## config.mk

```make
export PLATFORM = sky130hd
export DESIGN_NAME = nose_wheel_steering_control
export DESIGN_NICKNAME = d
export VERILOG_FILES = /design/src/nwsc_pkg.sv /design/src/nwsc_scale.sv /design/src/nose_wheel_steering_control.sv
export SDC_FILE = /design/constraint.sdc
export NUM_CORES = 2
export LEC_CHECK = 0
export ABC_CLOCK_PERIOD_IN_PS = 15100
export BUFFER_PORTS_ARGS = -buffer_cell sky130_fd_sc_hd__buf_2
export CAP_MARGIN = 25
export CORE_ASPECT_RATIO = 1.4
export CORE_UTILIZATION = 55
export CTS_BUF_LIST = sky130_fd_sc_hd__clkbuf_2 sky130_fd_sc_hd__clkbuf_4 sky130_fd_sc_hd__clkbuf_8
export CTS_CLUSTER_SIZE = 10
export DETAILED_ROUTE_END_ITERATION = 8
export GPL_ROUTABILITY_DRIVEN = 0
export PLACE_DENSITY = 0.75
export SLEW_MARGIN = 0
export SYNTH_ARGS = -nofsm -noshare
export SYNTH_HDL_FRONTEND = slang
export SYNTH_SLANG_ARGS = --single-unit
```

## constraint.sdc

```tcl
create_clock -name clk_i -period 15.1 [get_ports clk_i]
set_input_delay 1.51 -clock clk_i [delete_from_list [all_inputs] [get_ports clk_i]]
set_output_delay 1.51 -clock clk_i [all_outputs]
set_load 0.05 [all_outputs]
```

## src/nwsc_pkg.sv

```systemverilog
// shared constants and types for the nose wheel steering controller
`default_nettype none

package nwsc_pkg;

  // configuration register widths
  localparam int unsigned VOLT_W  = 9;
  localparam int unsigned PRESS_W = 9;
  localparam int unsigned STEP_W  = 10;
  localparam int unsigned LIMIT_W = 13;
  localparam int unsigned CLAMP_W = 14;
  localparam int unsigned TOL_W   = 10;
  localparam int unsigned CFG_W   = 14;
  localparam int unsigned CFG_IDX_W = 3;

  // result field widths
  localparam int unsigned DEMAND_W = 14;

  // register map
  typedef enum logic [CFG_IDX_W-1:0] {
    CFG_VOLT_THR  = 3'd0,
    CFG_PRESS_THR = 3'd1,
    CFG_STEP_STR  = 3'd2,
    CFG_STEP_OTH  = 3'd3,
    CFG_STEER_LIM = 3'd4,
    CFG_TKOFF_LIM = 3'd5,
    CFG_CLAMP     = 3'd6,
    CFG_TOL       = 3'd7
  } cfg_idx_e;

  // mode codes on the result word
  localparam logic [1:0] MODE_NONE  = 2'd0;
  localparam logic [1:0] MODE_STEER = 2'd1;
  localparam logic [1:0] MODE_TKOFF = 2'd2;
  localparam logic [1:0] MODE_SAFE  = 2'd3;

  // pedal transfer in 1/10000 of travel
  localparam int unsigned PED_LEFT_END    = 4500;
  localparam int unsigned PED_RIGHT_START = 5500;
  localparam int unsigned PED_FULL        = 10000;
  localparam int unsigned PED_SPAN        = 4500;
  localparam int unsigned PED_HALF        = PED_SPAN / 2;
  localparam int unsigned DIFF_W          = 13;

  // limit * diff + half fits in PROD_W bits; divide by the span through a reciprocal
  localparam int unsigned PROD_W      = 26;
  localparam int unsigned RECIP_SHIFT = 39;
  localparam int unsigned RECIP_W     = 27;
  localparam logic [63:0] RECIP_FULL  =
      ((64'd1 << RECIP_SHIFT) + 64'(PED_SPAN) - 64'd1) / 64'(PED_SPAN);
  localparam logic [RECIP_W-1:0] PED_RECIP = RECIP_FULL[RECIP_W-1:0];

endpackage

`default_nettype wire

```

## src/nwsc_scale.sv

```systemverilog
// two-stage pedal demand scaling: limit times pedal offset, rounded over the span
`default_nettype none

module nwsc_scale import nwsc_pkg::*; (
  input  wire logic               clk_i,
  input  wire logic               en_i,
  input  wire logic [LIMIT_W-1:0] lim_i,
  input  wire logic [DIFF_W-1:0]  diff_i,
  output logic      [LIMIT_W-1:0] mag_o
);

  localparam int unsigned QW = PROD_W + RECIP_W;

  logic [PROD_W-1:0]  prod_d, prod_q;
  logic [QW-1:0]      quot_full;
  logic [LIMIT_W-1:0] mag_d, mag_q;

  assign prod_d = PROD_W'(lim_i) * PROD_W'(diff_i) + PROD_W'(PED_HALF);

  // exact floor division for any value below 2^PROD_W
  assign quot_full = QW'(prod_q) * QW'(PED_RECIP);
  assign mag_d     = quot_full[RECIP_SHIFT +: LIMIT_W];

  always_ff @(posedge clk_i) begin
    if (en_i) begin
      prod_q <= prod_d;
      mag_q  <= mag_d;
    end
  end

  assign mag_o = mag_q;

endmodule

`default_nettype wire

```

## src/nose_wheel_steering_control.sv

```systemverilog
// top level of the dual-channel nose wheel steering controller
`default_nettype none

// One control tick per input word, one word accepted every cycle unless the pipeline
// stalls. A word's result moves through registered stages: the mode latches and flags are
// formed at acceptance together with the pedal product, the second stage divides by
// the pedal span through a reciprocal multiply, and the last stage selects the larger
// channel demand and steps the wheel angle register, whose feedback loop closes inside
// that stage. The pipeline stalls as a whole only while a finished result waits to be
// taken. Configuration registers are written through cfg_we_i/cfg_idx_i/cfg_wdata_i
// and reset to their nominal values.
module nose_wheel_steering_control import nwsc_pkg::*; #(
  parameter int unsigned ANGLE_BITS = 15,
  parameter int unsigned PEDAL_BITS = 14
) (
  input  wire logic                         clk_i,
  input  wire logic                         rst_ni,
  // configuration
  input  wire logic                         cfg_we_i,
  input  wire logic [CFG_IDX_W-1:0]         cfg_idx_i,
  input  wire logic [CFG_W-1:0]             cfg_wdata_i,
  // input word
  input  wire logic                         in_valid_i,
  output logic                              in_stall_o,
  input  wire logic [VOLT_W-1:0]            volt_left_i,
  input  wire logic [VOLT_W-1:0]            volt_right_i,
  input  wire logic [PRESS_W-1:0]           press_one_i,
  input  wire logic [PRESS_W-1:0]           press_two_i,
  input  wire logic                         strut_compressed_i,
  input  wire logic                         enable_switch_i,
  input  wire logic                         mode_switch_i,
  input  wire logic [1:0]                   relay_ok_i,
  input  wire logic                         gear_released_i,
  input  wire logic [1:0]                   channel_fail_i,
  input  wire logic [PEDAL_BITS-1:0]        pedal_pos_i,
  // result word
  output logic                              out_valid_o,
  input  wire logic                         out_stall_i,
  output logic signed [ANGLE_BITS-1:0]      wheel_angle_o,
  output logic signed [DEMAND_W-1:0]        demand_angle_o,
  output logic [1:0]                        mode_code_o,
  output logic                              ch1_steer_cmd_o,
  output logic                              ch1_takeoff_cmd_o,
  output logic                              ch2_steer_cmd_o,
  output logic                              ch2_takeoff_cmd_o,
  output logic                              ch1_ready_o,
  output logic                              ch2_ready_o,
  output logic                              lamp_first_o,
  output logic                              lamp_second_o,
  output logic                              breaker_on_o
);

  localparam int unsigned PW = (PEDAL_BITS > 14) ? PEDAL_BITS : 14;
  localparam int unsigned CW = (ANGLE_BITS > 14) ? ANGLE_BITS + 2 : 16;
  localparam logic signed [CW-1:0] AMAX = CW'((64'd1 << (ANGLE_BITS - 1)) - 64'd1);
  localparam logic signed [CW-1:0] AMIN = -AMAX - CW'(1);

  typedef struct packed {
    logic st1;
    logic to1;
    logic st2;
    logic to2;
    logic ready1;
    logic ready2;
    logic breaker;
    logic act1;
    logic act2;
    logic neg;
  } stage_t;

  // configuration registers
  logic [VOLT_W-1:0]  volt_thr_q;
  logic [PRESS_W-1:0] press_thr_q;
  logic [STEP_W-1:0]  step_str_q, step_oth_q;
  logic [LIMIT_W-1:0] steer_lim_q, tkoff_lim_q;
  logic [CLAMP_W-1:0] clamp_q;
  logic [TOL_W-1:0]   tol_q;

  always_ff @(posedge clk_i or negedge rst_ni) begin
    if (!rst_ni) begin
      volt_thr_q  <= VOLT_W'(190);
      press_thr_q <= PRESS_W'(130);
      step_str_q  <= STEP_W'(16);
      step_oth_q  <= STEP_W'(18);
      steer_lim_q <= LIMIT_W'(5700);
      tkoff_lim_q <= LIMIT_W'(800);
      clamp_q     <= CLAMP_W'(6000);
      tol_q       <= TOL_W'(10);
    end else if (cfg_we_i) begin
      case (cfg_idx_e'(cfg_idx_i))
        CFG_VOLT_THR:  volt_thr_q  <= cfg_wdata_i[VOLT_W-1:0];
        CFG_PRESS_THR: press_thr_q <= cfg_wdata_i[PRESS_W-1:0];
        CFG_STEP_STR:  step_str_q  <= cfg_wdata_i[STEP_W-1:0];
        CFG_STEP_OTH:  step_oth_q  <= cfg_wdata_i[STEP_W-1:0];
        CFG_STEER_LIM: steer_lim_q <= cfg_wdata_i[LIMIT_W-1:0];
        CFG_TKOFF_LIM: tkoff_lim_q <= cfg_wdata_i[LIMIT_W-1:0];
        CFG_CLAMP:     clamp_q     <= cfg_wdata_i[CLAMP_W-1:0];
        CFG_TOL:       tol_q       <= cfg_wdata_i[TOL_W-1:0];
        default: ;
      endcase
    end
  end

  // pipeline control
  logic advance, accept;
  logic s1_valid_q, s2_valid_q, out_valid_q;

  assign advance    = !(out_valid_q && out_stall_i);
  assign accept     = advance && in_valid_i;
  assign in_stall_o = !advance;

  // acceptance stage: mode latches, flags, pedal offset
  logic pw1, pw2, on1;
  logic latch1_d, latch1_q, latch2_d, latch2_q, l2_pre;
  logic [PW-1:0]      ped;
  logic               ped_left, ped_right;
  logic [DIFF_W-1:0]  diff;
  logic [LIMIT_W-1:0] lim1, lim2;
  stage_t             s0, s1_q, s2_q;

  assign pw1 = volt_left_i >= volt_thr_q;
  assign pw2 = volt_right_i >= volt_thr_q;
  assign on1 = pw1 && enable_switch_i;

  always_comb begin
    if (!on1) begin
      latch1_d = 1'b0;
    end else if (mode_switch_i) begin
      latch1_d = 1'b1;
    end else if (!strut_compressed_i) begin
      latch1_d = 1'b0;
    end else begin
      latch1_d = latch1_q;
    end
  end

  // channel two: the strut holds the latch only while the channel is powered
  always_comb begin
    l2_pre = pw2 ? latch2_q : 1'b0;
    if (!enable_switch_i) begin
      latch2_d = 1'b0;
    end else if (mode_switch_i) begin
      latch2_d = 1'b1;
    end else if (!(pw2 && strut_compressed_i)) begin
      latch2_d = 1'b0;
    end else begin
      latch2_d = l2_pre;
    end
  end

  always_ff @(posedge clk_i or negedge rst_ni) begin
    if (!rst_ni) begin
      latch1_q <= 1'b0;
      latch2_q <= 1'b0;
    end else if (accept) begin
      latch1_q <= latch1_d;
      latch2_q <= latch2_d;
    end
  end

  assign ped       = PW'(pedal_pos_i);
  assign ped_left  = ped <= PW'(PED_LEFT_END);
  assign ped_right = (ped >= PW'(PED_RIGHT_START)) && (ped <= PW'(PED_FULL));

  always_comb begin
    if (ped_left) begin
      diff = DIFF_W'(PW'(PED_LEFT_END) - ped);
    end else if (ped_right) begin
      diff = DIFF_W'(ped - PW'(PED_RIGHT_START));
    end else begin
      diff = '0;
    end
  end

  always_comb begin
    s0.st1     = on1 && latch1_d;
    s0.to1     = on1 && !latch1_d;
    s0.st2     = enable_switch_i && latch2_d;
    s0.to2     = enable_switch_i && !latch2_d;
    s0.ready1  = on1 && relay_ok_i[0] && gear_released_i && !channel_fail_i[0];
    s0.ready2  = pw2 && enable_switch_i && relay_ok_i[1] && gear_released_i &&
                 !channel_fail_i[1];
    s0.breaker = on1;
    s0.act1    = on1 && !channel_fail_i[0] && (press_one_i >= press_thr_q);
    s0.act2    = pw2 && enable_switch_i && !channel_fail_i[1] &&
                 (press_two_i >= press_thr_q);
    s0.neg     = ped_left;
  end

  // a safe channel scales with a zero limit and so demands nothing
  assign lim1 = !s0.act1 ? '0 : (s0.st1 ? steer_lim_q : tkoff_lim_q);
  assign lim2 = !s0.act2 ? '0 : (s0.st2 ? steer_lim_q : tkoff_lim_q);

  logic [LIMIT_W-1:0] mag1, mag2;

  nwsc_scale u_scale1 (
    .clk_i  (clk_i),
    .en_i   (advance),
    .lim_i  (lim1),
    .diff_i (diff),
    .mag_o  (mag1)
  );

  nwsc_scale u_scale2 (
    .clk_i  (clk_i),
    .en_i   (advance),
    .lim_i  (lim2),
    .diff_i (diff),
    .mag_o  (mag2)
  );

  always_ff @(posedge clk_i or negedge rst_ni) begin
    if (!rst_ni) begin
      s1_valid_q  <= 1'b0;
      s2_valid_q  <= 1'b0;
      out_valid_q <= 1'b0;
    end else if (advance) begin
      s1_valid_q  <= in_valid_i;
      s2_valid_q  <= s1_valid_q;
      out_valid_q <= s2_valid_q;
    end
  end

  always_ff @(posedge clk_i) begin
    if (advance) begin
      s1_q <= s0;
      s2_q <= s1_q;
    end
  end

  // last stage: demand select and wheel angle step
  logic                       safe, r1, r2, vp1, vp2, both, vp;
  logic [LIMIT_W-1:0]         mag_sel;
  logic signed [DEMAND_W-1:0] dem_sel, dem_d;
  logic [1:0]                 mode_d;
  logic signed [CW-1:0]       a_w, dem_w, err, abs_err, tol_w, stp_w, lim_w, nxt;
  logic signed [ANGLE_BITS-1:0] angle_d, angle_q;

  assign mag_sel = (mag1 >= mag2) ? mag1 : mag2;
  assign dem_sel = s2_q.neg ? -signed'(DEMAND_W'(mag_sel)) : signed'(DEMAND_W'(mag_sel));

  assign safe = !s2_q.act1 && !s2_q.act2;
  assign r1   = s2_q.act1 && s2_q.st1;
  assign r2   = s2_q.act2 && s2_q.st2;
  assign vp1  = s2_q.act1 && !s2_q.st1;
  assign vp2  = s2_q.act2 && !s2_q.st2;
  assign both = r1 && r2;
  assign vp   = !r1 && (vp1 || vp2);

  assign a_w     = CW'(angle_q);
  assign dem_w   = CW'(dem_sel);
  assign err     = a_w - dem_w;
  assign abs_err = (err < 0) ? -err : err;
  assign tol_w   = signed'(CW'(tol_q));
  assign stp_w   = signed'(CW'(both ? step_str_q : step_oth_q));
  assign lim_w   = signed'(CW'(clamp_q));

  always_comb begin
    if (abs_err >= tol_w) begin
      nxt = (err >= 0) ? a_w - stp_w : a_w + stp_w;
    end else begin
      nxt = a_w;
    end
    if (nxt >= lim_w) nxt = lim_w;
    if (nxt < -lim_w) nxt = -lim_w;
    if (nxt > AMAX) nxt = AMAX;
    if (nxt < AMIN) nxt = AMIN;

    if (safe) begin
      angle_d = '0;
      dem_d   = '0;
      mode_d  = MODE_SAFE;
    end else begin
      angle_d = nxt[ANGLE_BITS-1:0];
      dem_d   = dem_sel;
      mode_d  = both ? MODE_STEER : (vp ? MODE_TKOFF : MODE_NONE);
    end
  end

  always_ff @(posedge clk_i or negedge rst_ni) begin
    if (!rst_ni) begin
      angle_q <= '0;
    end else if (advance && s2_valid_q) begin
      angle_q <= angle_d;
    end
  end

  logic signed [DEMAND_W-1:0] dem_q;
  logic [1:0] mode_q;
  stage_t     out_q;

  always_ff @(posedge clk_i) begin
    if (advance && s2_valid_q) begin
      dem_q  <= dem_d;
      mode_q <= mode_d;
      out_q  <= s2_q;
    end
  end

  assign out_valid_o       = out_valid_q;
  assign wheel_angle_o     = angle_q;
  assign demand_angle_o    = dem_q;
  assign mode_code_o       = mode_q;
  assign ch1_steer_cmd_o   = out_q.st1;
  assign ch1_takeoff_cmd_o = out_q.to1;
  assign ch2_steer_cmd_o   = out_q.st2;
  assign ch2_takeoff_cmd_o = out_q.to2;
  assign ch1_ready_o       = out_q.ready1;
  assign ch2_ready_o       = out_q.ready2;
  assign lamp_first_o      = out_q.st1;
  assign lamp_second_o     = !out_q.st1 && out_q.st2;
  assign breaker_on_o      = out_q.breaker;

`ifndef SYNTHESIS
  a_safe_zero: assert property (@(posedge clk_i) disable iff (!rst_ni)
    (out_valid_o && mode_code_o == MODE_SAFE) |-> (wheel_angle_o == 0 && demand_angle_o == 0))
    else $error("safe mode with nonzero angle or demand");

  a_angle_clamped: assert property (@(posedge clk_i) disable iff (!rst_ni)
    out_valid_o |-> (CW'(wheel_angle_o) <= lim_w && CW'(wheel_angle_o) >= -lim_w))
    else $error("wheel angle beyond clamp");

  a_ch1_off: assert property (@(posedge clk_i) disable iff (!rst_ni)
    (out_valid_o && !breaker_on_o) |-> (!ch1_steer_cmd_o && !ch1_takeoff_cmd_o))
    else $error("channel one command while breaker off");

  a_angle_hold: assert property (@(posedge clk_i) disable iff (!rst_ni)
    !(advance && s2_valid_q) |=> $stable(angle_q))
    else $error("wheel angle moved without a word");
`endif

endmodule

`default_nettype wire
```

==> run metrics <==
Cell Rows=about 120; Mapped Avg Cell Area=9.85 um^2; crit-path max FO=27; antenna violations before repair=2; Fmax achieved=~71 MHz; Layout Nets=6345; 1st-iter DRT viols=approximately 1700; register area share after synthesis=14.0%; Routed WL=~110 mm; Post-DP HPWL=about 94 mm; die height=342 um; Primary FF master, synth=edfxtp_1; Final Max Slew Viols=0; Die Area=about 84000 um^2; Post-synth EDFFs=between 100 and 150; Final Critical Period=approximately 14 ns; DRC=0; Global Route Usage Sum=~27%; number of fill cells=6716; total core area=around 82000 um^2; internal reg-to-reg setup slack=between 0.9 and 1 ns; status=completed; Critical Path Slowest Stage Cell=edfxtp_1; Top-Level Pins=about 120; maximum number of pins on one net before global-route repair=60; worst path bufs/invs=5; CTS Buf Count=roughly 40; Overflow after GRT=0; Area Growth Syn to Fin=6.38%; vias=approximately 33000; cell class contributing the biggest share of worst-path delay=compound AO/OA/AOI/OAI gates; syn nets=6232; Critical Path AT=about 15 ns; final setup fails=0; routed vias/inst=~5.7; vias in the first global route=roughly 35000; H-Tree Depth=2; register clock-pin slew on the reported worst setup and hold paths=around 0.06 ns; crit start category=flip-flop; share of the synthesized area in the top cell type=between 20% and 30%; FFs w/ async S/R, synth=between 40 and 50%; input/output buffers=~120; Die Wd=245 um; final hold vios=0; max incr delay on CP=roughly 0.5 ns; Synth warnings=0; register bit total from synthesis=around 230; CTS tree=done; clk buf depth=3; Cell variety after synth=96; Worst Setup End Kind=flip-flop; Setup Skew=0.0496 ns; ratio of cells with drive above 1 in the final layout=about 8.4%; Starting Density=a little under three fifths; DRT Pass-1 Iters=7; area leader, netlist=fa_1; Hold Path Class=reg -> reg; critical setup path kind=reg -> reg; Rel. slew slack=36.9%; clock sink count=between 200 and 250; worst slew pin tran=0.921 ns; clk_lat worst skew=between 0.6 and 0.7 ns; Synth Cell Area=45500 um^2; Cells after Synth=between 4000 and 5000; Crit path top cell by count=a21o_1; Area contributors post-synth=fa_1, ha_1, inv_1, edfxtp_1, dfrtp_1; Root Driver=clkbuf_8; WL/cell=roughly 19 um; first-pass GRT wire length=approximately 180 mm; period utilisation layout=a little over nine tenths; Routed Antenna Nets=0; Max-Cap Viols=0; worst hold slack=roughly 0.38 ns; CP Data Required Time=between 15 and 20 ns
-- cells by family (layout without fill, tap and decap cells) --
group / Yosys count / in the layout / share of synthesized area, %
fa+ha+maj: 1542 / 1542 / 53.4
xor+xnor: 130 / 130 / 2.56
compound gates: 528 / 528 / 8.00
other cells: 0 / 1 / 0
simple gates: 949 / 949 / 9.60
mux: 137 / 137 / 3.27
flops: 229 / 229 / 14.0
buf+inv: 1099 / 1245 / 9.17
-- flip-flops by register name, indices dropped and copies added, names as in the netlist, 13 cells and up --
| register | count |
|---|---|
| u_scale1.prod_q | 26 |
| wheel_angle_o | 15 |
| u_scale2.mag_o | 13 |
| clamp_q | 14 |
| u_scale1.mag_o | 13 |
| steer_lim_q | 13 |
| demand_angle_o | 14 |
| u_scale2.prod_q | 26 |
| tkoff_lim_q | 13 |
-- placed cells by master (no fill, tap or decap), drive strengths merged, types with 9 or more instances in the layout --
master,count
a211oi,14
a21boi,10
a21o,69
a21oi,102
a22o,15
a31oi,19
and2,33
and3,13
buf,166
clkbuf,59
clkinv,14
dfrtp,80
dfstp,28
edfxtp,121
fa,664
ha,874
inv,1002
mux2,83
mux2i,54
nand2,309
nand2b,50
nand3,44
nand4,32
nor2,282
nor2b,31
nor3,96
o211ai,14
o21a,72
o21ai,113
o21bai,9
o22ai,10
o31ai,12
or2,11
or3,21
xnor2,91
xor2,37
-- layer usage --
metal | vias to the layer above | part of all wire (%) | routed length (um) | GRT usage [%]
met2 | 971 | 53 | 58500 | 50.7
li1 | 15200 | - | - | -
met4 | 0 | 6.0 | 6670 | 14.3
met3 | 387 | 4.4 | 4930 | 2.91
met1 | 16400 | 37 | 41000 | 30.6
met5 | - | 0 | 0 | 0
-- metrics by stage --
step	std cells	worst slack [ns]	setup TNS (ns)	util (%)	area, um^2
final	5832	0.947	0	59.2	48400
after global routing	5832	-0.0610	-0.540	59.2	48400
after CTS	5822	0.0711	0	59.0	48200
after detailed placement	5746	-0.0155	-0.0563	57.9	47300
after global placement	5745	0.395	0	57.9	47300
after floorplan	4614	1.13	0	-	45500
-- repair_timing --
action	CTS	global route
hold buffers	0	0
gates resized for setup	2	9
setup endpoints to repair	14	15
endpoints found under the hold margin	0	0
buffers inserted	0	7
-- area by class of cell --
type	count	area, um^2	area share [%]
Timing Repair Buffer	166	986	2.04
Tap cell	1071	1340	2.77
Inverter	1003	3770	7.79
Clock buffer	59	731	1.51
Multi-Input combinational cell	3286	35000	72.4
Clock inverter	17	140	0.290
Sequential cell	229	6370	13.2
Antenna cell	1	2.50	0.00517
-- synthesized netlist by cell type (9+ instances only) --
library cell and instances:
inv_1 1001, ha_1 874, fa_1 664, nand2_1 309, nor2_1 282, edfxtp_1 121
o21ai_0 103, a21oi_1 101, nor3_1 93, xnor2_1 91, clkbuf_1 82, mux2_2 82
dfrtp_1 80, o21a_1 71, a21o_1 69, mux2i_1 51, nand2b_1 50, nand3_1 43
xor2_1 37, and2_1 33, nand4_1 32, nor2b_1 31, dfstp_2 28, or3_1 20
a31oi_1 18, a22o_1 15, and3_1 13, a211oi_1 12, o211ai_1 12, o31ai_1 11
o22ai_1 10, a21boi_0 9, o21bai_1 9, or2_2 9
-- worst paths after layout --
| path | cells past startpoint | endpoint | from |
|---|---|---|---|
| max | 68 | wheel_angle_o[12]$_DFFE_PN0P_ | u_scale2.mag_o[5]$_DFFE_PN_ |
| min | 0 | s2_q[6]$_DFFE_PN_ | s1_q[6]$_DFFE_PN_ |
| max reg2reg | 68 | wheel_angle_o[12]$_DFFE_PN0P_ | u_scale2.mag_o[5]$_DFFE_PN_ |
| min reg2reg | 0 | s2_q[6]$_DFFE_PN_ | s1_q[6]$_DFFE_PN_ |
| max in group asynchronous | 2 | steer_lim_q[4]$_DFFE_PN0P_ | rst_ni |
| min in group asynchronous | 1 | wheel_angle_o[14]$_DFFE_PN0P_ | rst_ni |
Power is left out: the tool's default activity adds up to more than one toggle a clock period on the data nets, which glitch-free logic cannot reach.
